File: src/rtl/ttw_pkg.sv
`timescale 1ns / 1ps
// ----------------------------------------------------------------------------
// ttw_pkg
// Shared types and constants of the text-mode terminal writer: request and
// result payloads, function codes, control characters and register map.
// ----------------------------------------------------------------------------
package ttw_pkg;

  localparam int COLUMNS_DEF = 80;
  localparam int ROWS_DEF    = 25;

  // function codes
  localparam logic [1:0] FUNC_PUT    = 2'd0;
  localparam logic [1:0] FUNC_PUT_AT = 2'd1;
  localparam logic [1:0] FUNC_CLEAR  = 2'd2;

  // control characters
  localparam logic [7:0] CH_NEWLINE   = 8'd10;
  localparam logic [7:0] CH_RETURN    = 8'd13;
  localparam logic [7:0] CH_BACKSPACE = 8'd8;
  localparam logic [7:0] CH_SPACE     = 8'd32;
  localparam logic [7:0] CH_NUL       = 8'd0;

  localparam logic [7:0] COLOUR_RESET = 8'h0F;

  // configuration port
  localparam int         PADDR_W         = 3;
  localparam logic       REG_TEXT_COLOUR = 1'b0;

  typedef struct packed {
    logic [1:0] func;
    logic [7:0] char_code;
    logic [7:0] cell_colour;
    logic [6:0] target_col;
    logic [4:0] target_row;
  } req_t;

  typedef struct packed {
    logic [10:0] cursor_offset;
    logic [4:0]  cursor_row;
    logic [6:0]  cursor_col;
    logic        scrolled;
  } rsp_t;

endpackage

File: src/rtl/text_mode_terminal_writer.sv
`timescale 1ns / 1ps
// ----------------------------------------------------------------------------
// text_mode_terminal_writer
// Character-cell screen store with a cursor, fed by put-character, put-at
// and clear requests; reports the cursor after every request.
// ----------------------------------------------------------------------------
// Usage:
//   A request is taken on a rising edge with start high and busy low. Its
//   result (cursor offset, row, column, scrolled flag) appears on rsp for
//   exactly one cycle with done high, in the cycle after the request; the
//   receiver cannot stall it.
//   Ordinary put-character without scroll and on-screen put-at write one cell
//   through the store's write port in the accept cycle; busy stays low.
//   A scroll or a clear runs a sweep of the screen store, one cell per
//   cycle; a scroll reads a row ahead and writes each cell in the cycle
//   after its read. busy stays high until the last cell is written back.
//   After reset the same sweep fills the store with spaces in colour 0x0F;
//   busy stays high until it ends, so no request is taken before that.
//   text_colour is written over the APB-style port at byte addresses 0 to 3.
// ----------------------------------------------------------------------------
module text_mode_terminal_writer #(
  parameter int COLUMNS = ttw_pkg::COLUMNS_DEF,
  parameter int ROWS    = ttw_pkg::ROWS_DEF
) (
  input  logic                        clk,
  input  logic                        rst,
  input  logic                        start,
  output logic                        busy,
  input  ttw_pkg::req_t               req,
  output logic                        done,
  output ttw_pkg::rsp_t               rsp,
  input  logic                        psel,
  input  logic                        penable,
  input  logic                        pwrite,
  input  logic [ttw_pkg::PADDR_W-1:0] paddr,
  input  logic [31:0]                 pwdata,
  output logic [31:0]                 prdata,
  output logic                        pready
);
  import ttw_pkg::*;

  localparam int CELLS     = COLUMNS * ROWS;
  localparam int CELL_W    = $clog2(CELLS);
  localparam int ROW_W     = $clog2(ROWS);
  localparam int COL_W     = $clog2(COLUMNS);
  localparam int SHIFT_END = CELLS - COLUMNS;

  typedef enum logic [1:0] {
    ST_IDLE  = 2'b01,
    ST_SWEEP = 2'b10
  } state_t;

  state_t            state;
  logic [CELL_W-1:0] idx;
  logic              fill_mode;
  logic [15:0]       fill_cell;
  logic              pend_valid;
  logic              pend_fill;
  logic [CELL_W-1:0] pend_addr;
  logic [7:0]        text_colour;

  logic [15:0]       cells [CELLS];
  logic [CELL_W-1:0] rd_addr;
  logic [15:0]       rd_data;
  logic              we;
  logic [CELL_W-1:0] waddr;
  logic [15:0]       wdata;

  logic              accept;
  logic              put;
  logic              ordinary;
  logic              at_valid;
  logic              scroll;
  logic [ROW_W-1:0]  row;
  logic [COL_W-1:0]  col;
  logic [ROW_W-1:0]  row_next;
  logic [COL_W-1:0]  col_next;
  logic [CELL_W-1:0] cur_addr;
  logic [CELL_W-1:0] at_addr;
  logic [CELL_W-1:0] off_next;

  assign busy   = (state != ST_IDLE) || pend_valid;
  assign accept = start && !busy;
  assign put    = accept && (req.func == FUNC_PUT);

  assign ordinary = (req.char_code != CH_NEWLINE) && (req.char_code != CH_RETURN) &&
                    (req.char_code != CH_BACKSPACE);
  assign at_valid = (32'(req.target_col) < COLUMNS) && (32'(req.target_row) < ROWS);

  assign cur_addr = CELL_W'(row) * CELL_W'(COLUMNS) + CELL_W'(col);
  assign at_addr  = CELL_W'(req.target_row) * CELL_W'(COLUMNS) + CELL_W'(req.target_col);
  assign off_next = CELL_W'(row_next) * CELL_W'(COLUMNS) + CELL_W'(col_next);

  ttw_cursor #(
    .COLUMNS (COLUMNS),
    .ROWS    (ROWS)
  ) u_cursor (
    .clk       (clk),
    .rst       (rst),
    .step      (put),
    .char_code (req.char_code),
    .row       (row),
    .col       (col),
    .row_next  (row_next),
    .col_next  (col_next),
    .scroll    (scroll)
  );

  // configuration register
  assign pready = 1'b1;
  assign prdata = (paddr[2] == REG_TEXT_COLOUR) ? 32'(text_colour) : 32'd0;

  always_ff @(posedge clk) begin
    if (rst) begin
      text_colour <= COLOUR_RESET;
    end else if (psel && penable && pwrite && pready && (paddr[2] == REG_TEXT_COLOUR)) begin
      text_colour <= pwdata[7:0];
    end
  end

  // write port: sweep write-back, else the cell a request names
  always_comb begin
    we    = 1'b0;
    waddr = cur_addr;
    wdata = {text_colour, req.char_code};
    if (pend_valid) begin
      we    = 1'b1;
      waddr = pend_addr;
      wdata = pend_fill ? fill_cell : rd_data;
    end else if (put && ordinary) begin
      we = 1'b1;
    end else if (accept && (req.func == FUNC_PUT_AT) && at_valid) begin
      we    = 1'b1;
      waddr = at_addr;
      wdata = {req.cell_colour, req.char_code};
    end
  end

  // read one row ahead of the write-back during a scroll
  always_comb begin
    rd_addr = '0;
    if ((state == ST_SWEEP) && !fill_mode && (32'(idx) < SHIFT_END)) begin
      rd_addr = idx + CELL_W'(COLUMNS);
    end
  end

  always_ff @(posedge clk) begin
    if (we) begin
      cells[waddr] <= wdata;
    end
  end

  always_ff @(posedge clk) begin
    rd_data <= cells[rd_addr];
  end

  // sweep sequencer
  always_ff @(posedge clk) begin
    if (rst) begin
      state      <= ST_SWEEP;
      idx        <= '0;
      fill_mode  <= 1'b1;
      fill_cell  <= {COLOUR_RESET, CH_SPACE};
      pend_valid <= 1'b0;
      pend_fill  <= 1'b0;
      pend_addr  <= '0;
    end else begin
      pend_valid <= 1'b0;
      case (state)
        ST_IDLE: begin
          if (put && scroll) begin
            state     <= ST_SWEEP;
            idx       <= '0;
            fill_mode <= 1'b0;
            fill_cell <= {text_colour, CH_NUL};
          end else if (accept && (req.func == FUNC_CLEAR)) begin
            state     <= ST_SWEEP;
            idx       <= '0;
            fill_mode <= 1'b1;
            fill_cell <= {text_colour, CH_SPACE};
          end
        end
        ST_SWEEP: begin
          pend_valid <= 1'b1;
          pend_addr  <= idx;
          pend_fill  <= fill_mode || (32'(idx) >= SHIFT_END);
          if (idx == CELL_W'(CELLS - 1)) begin
            state <= ST_IDLE;
          end else begin
            idx <= idx + 1'b1;
          end
        end
        default: begin
          state <= ST_IDLE;
        end
      endcase
    end
  end

  // result register
  always_ff @(posedge clk) begin
    if (rst) begin
      done <= 1'b0;
    end else begin
      done <= accept;
    end
  end

  always_ff @(posedge clk) begin
    if (accept) begin
      rsp.cursor_offset <= 11'(off_next);
      rsp.cursor_row    <= 5'(row_next);
      rsp.cursor_col    <= 7'(col_next);
      rsp.scrolled      <= put && scroll;
    end
  end

`ifndef NO_ASSERTIONS
  a_done_follows: assert property (@(posedge clk) disable iff (rst)
    accept |=> done)
    else $error("request without result");

  a_done_cause: assert property (@(posedge clk) disable iff (rst)
    done |-> $past(accept))
    else $error("result without request");

  a_scroll_sweeps: assert property (@(posedge clk) disable iff (rst)
    (done && rsp.scrolled) |-> (state == ST_SWEEP))
    else $error("scroll reported without sweep");

  a_sweep_blocks: assert property (@(posedge clk) disable iff (rst)
    pend_valid |-> !accept)
    else $error("request taken during sweep write-back");
`endif

endmodule

File: src/rtl/ttw_cursor.sv
`timescale 1ns / 1ps
// ----------------------------------------------------------------------------
// ttw_cursor
// Cursor registers and the put-character movement rules: newline, return,
// backspace and advance with wrap. Flags a scroll when the cursor passes
// the bottom row.
// ----------------------------------------------------------------------------
module ttw_cursor #(
  parameter int COLUMNS = ttw_pkg::COLUMNS_DEF,
  parameter int ROWS    = ttw_pkg::ROWS_DEF
) (
  input  logic                       clk,
  input  logic                       rst,
  input  logic                       step,
  input  logic [7:0]                 char_code,
  output logic [$clog2(ROWS)-1:0]    row,
  output logic [$clog2(COLUMNS)-1:0] col,
  output logic [$clog2(ROWS)-1:0]    row_next,
  output logic [$clog2(COLUMNS)-1:0] col_next,
  output logic                       scroll
);
  import ttw_pkg::*;

  localparam int ROW_W = $clog2(ROWS);
  localparam int COL_W = $clog2(COLUMNS);
  localparam logic [ROW_W-1:0] ROW_LAST = ROW_W'(ROWS - 1);
  localparam logic [COL_W-1:0] COL_LAST = COL_W'(COLUMNS - 1);

  logic last_row;
  logic last_col;

  assign last_row = (row == ROW_LAST);
  assign last_col = (col == COL_LAST);

  always_comb begin
    row_next = row;
    col_next = col;
    scroll   = 1'b0;
    if (step) begin
      case (char_code)
        CH_NEWLINE: begin
          col_next = '0;
          if (last_row) begin
            scroll = 1'b1;
          end else begin
            row_next = row + 1'b1;
          end
        end
        CH_RETURN: begin
          col_next = '0;
        end
        CH_BACKSPACE: begin
          // stop at the top-left cell
          if (col != '0) begin
            col_next = col - 1'b1;
          end else if (row != '0) begin
            row_next = row - 1'b1;
            col_next = COL_LAST;
          end
        end
        default: begin
          if (last_col) begin
            col_next = '0;
            if (last_row) begin
              scroll = 1'b1;
            end else begin
              row_next = row + 1'b1;
            end
          end else begin
            col_next = col + 1'b1;
          end
        end
      endcase
    end
  end

  always_ff @(posedge clk) begin
    if (rst) begin
      row <= '0;
      col <= '0;
    end else begin
      row <= row_next;
      col <= col_next;
    end
  end

`ifndef NO_ASSERTIONS
  a_row_range: assert property (@(posedge clk) disable iff (rst)
    32'(row) < ROWS)
    else $error("cursor row out of range");

  a_col_range: assert property (@(posedge clk) disable iff (rst)
    32'(col) < COLUMNS)
    else $error("cursor column out of range");

  a_scroll_bottom: assert property (@(posedge clk) disable iff (rst)
    scroll |=> (row == ROW_LAST))
    else $error("cursor left bottom row on scroll");

  a_hold: assert property (@(posedge clk) disable iff (rst)
    !step |=> ($stable(row) && $stable(col)))
    else $error("cursor moved without a request");
`endif

endmodule
File: config.mk
export PLATFORM = sky130hd
export DESIGN_NAME = text_mode_terminal_writer
export DESIGN_NICKNAME = d
export VERILOG_FILES = /design/src/rtl/ttw_pkg.sv /design/src/rtl/text_mode_terminal_writer.sv /design/src/rtl/ttw_cursor.sv
export SDC_FILE = /design/constraint.sdc
export NUM_CORES = 1
export LEC_CHECK = 0
export ABC_AREA = 1
export BUFFER_PORTS_ARGS = -buffer_cell sky130_fd_sc_hd__buf_4
export CAP_MARGIN = 10
export CELL_PAD_IN_SITES_DETAIL_PLACEMENT = 1
export CELL_PAD_IN_SITES_GLOBAL_PLACEMENT = 1
export CORE_MARGIN = 10
export CORE_UTILIZATION = 35
export CTS_CLUSTER_SIZE = 20
export DETAILED_ROUTE_END_ITERATION = 6
export PLACE_DENSITY_LB_ADDON = 0.15
export SLEW_MARGIN = 30
export SYNTH_ARGS = -nofsm -noshare
export SYNTH_HDL_FRONTEND = slang
export SYNTH_HIERARCHICAL = 1
export SYNTH_SLANG_ARGS = --single-unit
File: constraint.sdc
create_clock -name clk -period 6.6 [get_ports clk]
set_input_delay 0.66 -clock clk [delete_from_list [all_inputs] [get_ports clk]]
set_output_delay 0.66 -clock clk [all_outputs]
set_load 0.03 [all_outputs]
# After elaboration in Yosys (flattened, before gate mapping)
# Index checks and enable logic that the tools add are counted.
# word_totals
input_bits,71
ram_bits,0
rom_bits,0
output_inout_bits,59
register_bits,59
memories,0
latchBits,0
# op_classes
add_sub_neg,6
shift,0
reduce_logical,17
n_eq_ne,13
mux,25
multipliers,1
bitwise_logic,1
div,0
n_lt_le_gt_ge,0
# ops
cell,n
11-bit two-way mux,3
7-bit two-way mux,4
5-bit two-way mux,5
8-bit by 4-bit equality test with 1-bit output (second input constant),3
11-bit one-hot mux with 2 select lines,1
5-bit one-hot mux with 3 select lines,1
7-bit one-hot mux with 2 select lines,1
11-bit by 1-bit adder with 11-bit output (second input constant),1
11-bit by 7-bit adder with 11-bit output,1
11-bit equality test (second input constant),1
8-bit two-way mux,1
7-bit by 1-bit adder with 7-bit output (second input constant),1
7-bit equality test (second input constant),1
1-bit logical AND,7
5-bit by 3-bit multiplier with 7-bit output (second input constant),1
7-bit nonzero test,1
7-bit by 1-bit subtractor with 7-bit output (second input constant),1
2-bit two-way mux,3
5-bit by 1-bit adder with 5-bit output (second input constant),1
5-bit equality test (second input constant),1
5-bit nonzero test,1
5-bit by 1-bit subtractor with 5-bit output (second input constant),1
2-bit equality test (second input constant),2
1-bit two-way mux,4
14 further kinds,16

# Logic depth before layout (Yosys ltp)
# depth
depth_word,9
ltp_mapped,20
ltp_nobuf,20

# Modules after synthesis
# The synthesis kept the hierarchy.
# modules_own_cells
mod,cells_per_inst,area_per_inst_um2,n_inst,seq_area_each_um2
text_mode_terminal_writer,264,2288.4,1,1061.0
ttw_cursor,279,1601.5,1,240.2

# Worst setup path after synthesis
# OpenSTA, ideal clock, no wires.
# synth_timing
kind,reg2reg
startpoint,reg state[1]
endpoint,reg rsp[23] in the netlist's numbering (data pin)
path_buffers,2
period_less_slack_ps,3847
stages_incl_launch_ff,16
required_ps,6337
setup_time_ps,263
t_arrival_ps,3584
setup_slack_ps,2753
cell_sequence,dfxtp_1 inv_1 nand3_1 nor2_2 inv_1 nor3_1 buf_2 buf_2 nor2_1 nor2_1 ha_1 ha_1 fa_1 nand2_1 nor3_1 xor2_1
# synth_via
elab_chain_len,8
elab_cells_between_ends,9
cone_classes,1 x add/sub; 1 x mul; 1 x eq/ne; 2 x mux; 4 x reduce/logical
# synth_rtl
item,line,text
from (decl),text_mode_terminal_writer.sv:53,state_t state;
from (signal assigned),text_mode_terminal_writer.sv:160,state <= ST_SWEEP;
from (signal assigned),text_mode_terminal_writer.sv:172,state <= ST_SWEEP;
from (signal assigned),text_mode_terminal_writer.sv:177,state <= ST_SWEEP;
2-bit by 1-bit != test with 1-bit output,text_mode_terminal_writer.sv:82,assign busy = (state != ST_IDLE) || pend_valid;
1-bit logical OR,text_mode_terminal_writer.sv:82,
named net busy,text_mode_terminal_writer.sv:28,"output logic busy,"
1-bit logical NOT,text_mode_terminal_writer.sv:83,assign accept = start && !busy;
1-bit logical AND,text_mode_terminal_writer.sv:83,
named net accept,text_mode_terminal_writer.sv:69,logic accept;
1-bit logical AND,text_mode_terminal_writer.sv:84,assign put = accept && (req.func == FUNC_PUT);
named net put,text_mode_terminal_writer.sv:70,logic put;
5-bit two-way mux,ttw_cursor.sv:39,if (step) begin
named net row_next[3],text_mode_terminal_writer.sv:76,logic [ROW_W-1:0] row_next;
5-bit by 3-bit multiplier with 7-bit output,text_mode_terminal_writer.sv:92,assign off_next = CELL_W'(row_next) * CELL_W'(COLUMNS) + CELL_W'(col_next);
11-bit by 7-bit adder with 11-bit output,text_mode_terminal_writer.sv:92,
named net off_next[10],text_mode_terminal_writer.sv:80,logic [CELL_W-1:0] off_next;
to (decl),text_mode_terminal_writer.sv:31,"output ttw_pkg::rsp_t rsp,"
# The timed path passes the listed nets, and every way through them passes these cells.
# A chain may end at the register's enable or synchronous reset.

# Worst setup path after layout
# layout_timing
startpoint,in req[22] in the netlist's numbering
endpoint,reg rsp[23] in the netlist's numbering (data pin)
# layout_via
elab_chain_len,5
elab_cells_between_ends,10
cone_classes,1 x add/sub; 1 x mul; 3 x eq/ne; 4 x mux; 1 x reduce/logical
# layout_rtl
item,line,text
from (decl),text_mode_terminal_writer.sv:29,"input ttw_pkg::req_t req,"
8-bit by 4-bit equality test with 1-bit output,ttw_cursor.sv:40,case (char_code)
5-bit one-hot mux with 3 select lines *,ttw_cursor.sv:40,
5-bit two-way mux *,ttw_cursor.sv:39,
named net row_next[1],text_mode_terminal_writer.sv:76,
5-bit by 3-bit multiplier with 7-bit output *,text_mode_terminal_writer.sv:92,
11-bit by 7-bit adder with 11-bit output *,text_mode_terminal_writer.sv:92,
named net off_next[10],text_mode_terminal_writer.sv:80,
# Mark *: on every way through the listed nets, which the timed path passes. The rest lies on a longest branch.

==> flow_results.org <==
** Outcome
- Status :: finished, final reports clean

** Timing
- Setup violations remaining at the end of the flow were counted as 0.
- Of the available clock period, the critical path in the final layout requires 0.5530.
- Crit path time final :: roughly 3600 ps
- Hold Slack :: around 460 ps
- Headroom to the max-slew limit :: 0.5641
- Derived from the worst setup path, the maximum achievable clock frequency is roughly 270 MHz.
- The number of pins with negative max-slew slack in the final report came to 0.
- Across the routed clock network, the largest skew measured is about 11 ps.
- Endpoints failing hold :: 0
- Slew of the pin with the lowest slew margin :: 653.1 ps
- Setup repair after global routing left no endpoint under its margin.
- Sum Neg Setup Slack :: 0 ps

** Yosys
- The synthesized-area fraction occupied by ao, oa, aoi and oai cells came to 0.06915.
- Distinct cell type count of the synthesized netlist :: 32
- Of the total synthesized cell area, the portion taken by full adders, half adders and majority gates is 0.06176.
- Cell Area, Synth :: about 0.0039 sq mm
- Post-synthesis sequential element count :: between 50 and 60
- The portion of synthesized area spent on multiplexers is 0.
- Count of mapped cells out of synthesis :: roughly 540
- Of the total synthesized cell area, the portion taken by XOR and XNOR cells is 0.03377.
- Sequential share of the synthesized area :: 0.3345
- Synthesis Warnings :: 6
- In this run the mean area of a mapped cell was 7.164 sq um.
- By area, the combinational part of the netlist is dominated by simple AND/OR/NAND/NOR gates.
- Post-synthesis share of cell area spent on and, or, nand and nor gates :: 0.3500

** Die
- The total area inside the core boundary comes to 0.01084 sq mm.
- Die width :: between 100 and 150 microns
- IO Count :: 130
- Starting Density :: 0.3588
- The floorplan has 38 rows.
- The die is between 100 and 150 microns tall.
- The die covers ~0.016 sq mm.

** Pwr
- IR Drop Worst-Case VDD :: 0.1019 mV
- For this design the ratio of total power to cell area is between 150 and 200 mW/mm^2.
- Leakage power summed over all cells :: 2.216 nW
- Total power for the finished layout comes to 0.0006681 W.

** Route
- The detail route stage leaves a number of antenna-violating nets equal to 0.
- The detailed router finished its first iteration with roughly 110 violations.
- In the routed design, unresolved DRC markers number 0.
- Vias :: about 3,500
- Number of optimization iterations in the first detailed-route pass :: 4
- WL/cell :: about 14 microns
- After detailed routing, the number of vias per cell comes to roughly 4.8.
- Total Wirelength :: ~10,000 microns

** Global routing
- The initial antenna violation count came to 0.
- The total overflow left after global routing is 0.
- The number of global-route vias before repair is 3,657.
- Across every metal layer, demand over resource in global routing totals 0.1298.
- Entering global routing, the biggest net connects 25 pins.
- The first global-routing pass estimated 17,590 microns of wire.

** CTS
- TritonCTS buffer count :: 5
- The H-tree generated during clock tree synthesis spans 2 levels.
- For the worst-skew pair, the clock arrives at the later sink with an insertion delay of around 310 ps.
- Clock slew seen by the registers of the worst setup and hold paths :: 100 ps
- CTS Buffer Depth :: 2
- Hold-fix buffer count after cts :: 0
- TritonCTS built the clock tree.
- CTS placed an instance of clkbuf_8 at the clock tree root.
- Gates resized during post-CTS repair numbered 0.
- Number of setup buffers added after CTS :: 0
- Sink Count :: between 50 and 60

** Critical path
- Data on the critical path is required at its endpoint by about 6700 ps.
- The worst setup path is captured at a flip-flop.
- The worst setup path is launched from an input port.
- The worst setup path is of the in2reg kind.
- Crit Path Max Fanout :: 11
- Crit path DAT :: between 3000 and 4000 ps

** Flow run
- Number of maximum-capacitance constraint violations :: 0

** Layout
- Post-route design area :: around 0.0044 sq mm
- Relative to the synthesized area, the layout overhead comes to 13.51%.
- Count of nets after finishing :: 681
- Of the cells placed in the final design, the portion with a size suffix greater than 1 is 0.1788.
- Fillcell total :: 1,420
- 0 antenna diodes ended up in the layout.
- Post-layout utilization of the core :: 0.4073

** Placed design
- Half-perimeter wire length after detailed placement :: 8519 microns
- Buffers placed on the I/O ports in this run total 58.
- The congestion estimate from routability-driven global placement came to approximately 0.83.
- In this run the cell area measured after placement is approximately 0.0043 sq mm.

** Min path
- The worst hold path belongs to the class reg2reg.
-- final timing paths --
check / startpoint / slack [ps] / cells after the start / to
setup / recovery: req[22] / 2950 / 17 / rsp[23]$_DFFE_PP_
hold / removal: text_colour[5]$_SDFFE_PP0P_ / 460 / 2 / text_colour[5]$_SDFFE_PP0P_
setup reg to reg: u_cursor/col[0]$_SDFF_PP0_ / 3000 / 15 / rsp[23]$_DFFE_PP_
hold reg to reg: text_colour[5]$_SDFFE_PP0P_ / 460 / 2 / text_colour[5]$_SDFFE_PP0P_
-- synth_stat cells --
master / count / area [sq um]
or2_2: 2 / 12.51
a21oi_1: 22 / 110.1
conb_1: 2 / 7.510
nor3b_1: 1 / 7.510
nor3_1: 2 / 10.01
o211ai_2: 1 / 12.51
nor2_1: 70 / 262.8
o211ai_1: 5 / 37.54
xor2_1: 12 / 105.1
nor2_4: 5 / 56.30
nand4_1: 8 / 50.05
fa_1: 2 / 40.04
dfxtp_1: 35 / 700.7
clkbuf_1: 2 / 7.510
buf_2: 4 / 20.02
xnor2_1: 3 / 26.28
o21ai_2: 3 / 26.28
o21bai_1: 1 / 7.510
ha_1: 16 / 200.2
buf_6: 4 / 45.04
o21ai_1: 5 / 25.02
o21ai_0: 10 / 50.05
nor2_2: 7 / 43.79
nand2_2: 4 / 25.02
nor2_8: 1 / 20.02
buf_4: 31 / 232.7
inv_1: 73 / 274.0
nand3_2: 10 / 100.1
nand3_1: 52 / 260.3
nor3_2: 4 / 40.04
edfxtp_1: 20 / 600.6
nand2_1: 126 / 473.0
-- cell families (layout without fill, tap and decap cells) --
family,count (synthesis),count (layout)
AOI/OAI and AO/OA,47,47
xor gates and xnor gates,15,15
adders and majority gates,18,18
buffers and inverters,114,141
DFF,55,55
other,2,25
and+or+nand+nor,292,292
-- layout by cell type (no fill, tap or decap), drive strengths merged --
cell | synthesis | layout
o21ai | 18 | 18
ha | 16 | 16
buf | 39 | 60
or2 | 2 | 2
nand3 | 62 | 62
nand2 | 130 | 130
dfxtp | 35 | 35
edfxtp | 20 | 20
o211ai | 6 | 6
conb | 2 | 25
nor3 | 6 | 6
o21bai | 1 | 1
bufinv | 0 | 1
xnor2 | 3 | 3
nor2 | 83 | 83
a21oi | 22 | 22
nand4 | 8 | 8
nor3b | 1 | 1
clkbuf | 2 | 6
xor2 | 12 | 12
fa | 2 | 2
inv | 73 | 74
-- routing by layer --
layer	wire length, microns	GRT usage	share of wire	vias up
li1	-	-	-	1768
met1	4969	0.1633	0.47	1661
met2	5036	0.2247	0.48	66
met3	397	0.02662	0.038	5
met4	61	0.02304	0.0058	0
met5	0	0	0	-
-- sequential cells by signal, summed over array words and instances (netlist names) --
name	count
done	1
idx	11
pend_valid	1
rsp	20
state	2
text_colour	8
u_cursor/col	7
u_cursor/row	5
-- stage by stage --
stage                     instances  setup WS, ps
final                           733          2950
after detailed placement        725          2248
after global routing            733          2619
after global placement          725          2372
after floorplan                 566          2753
after CTS                       733          2597
-- critical path: stages --
cell     delay, ps
buf_4          110
inv_1           40
nand2_1         60
inv_1           90
nand2_1         70
nor2_2         510
nor2_2         220
nand2_1        110
nand2_1         60
o21ai_2        180
inv_1          120
ha_1           310
ha_1           230
fa_1           520
nand2_1         80
nor3_1         240
xor2_1         100
-- report_power, final --
part	switching [W]	leakage, nW	internal [W]
clock network	0.000112	0.0558	0.000115
logic	0.0000502	1.69	0.0000255
registers	0.00000725	0.469	0.000359
-- cell type report --
| type | count | area, sq um | area share |
|---|---|---|---|
| clock inverter | 2 | 38.79 | 0.008784 |
| inverter | 73 | 274.0 | 0.06206 |
| multi-input combinational | 397 | 2103 | 0.4763 |
| timing repair buffer | 60 | 450.4 | 0.1020 |
| tap | 140 | 175.2 | 0.03967 |
| clock buffer | 6 | 72.57 | 0.01644 |
| sequential | 55 | 1301 | 0.2947 |
(Power assumes the default switching activity.)
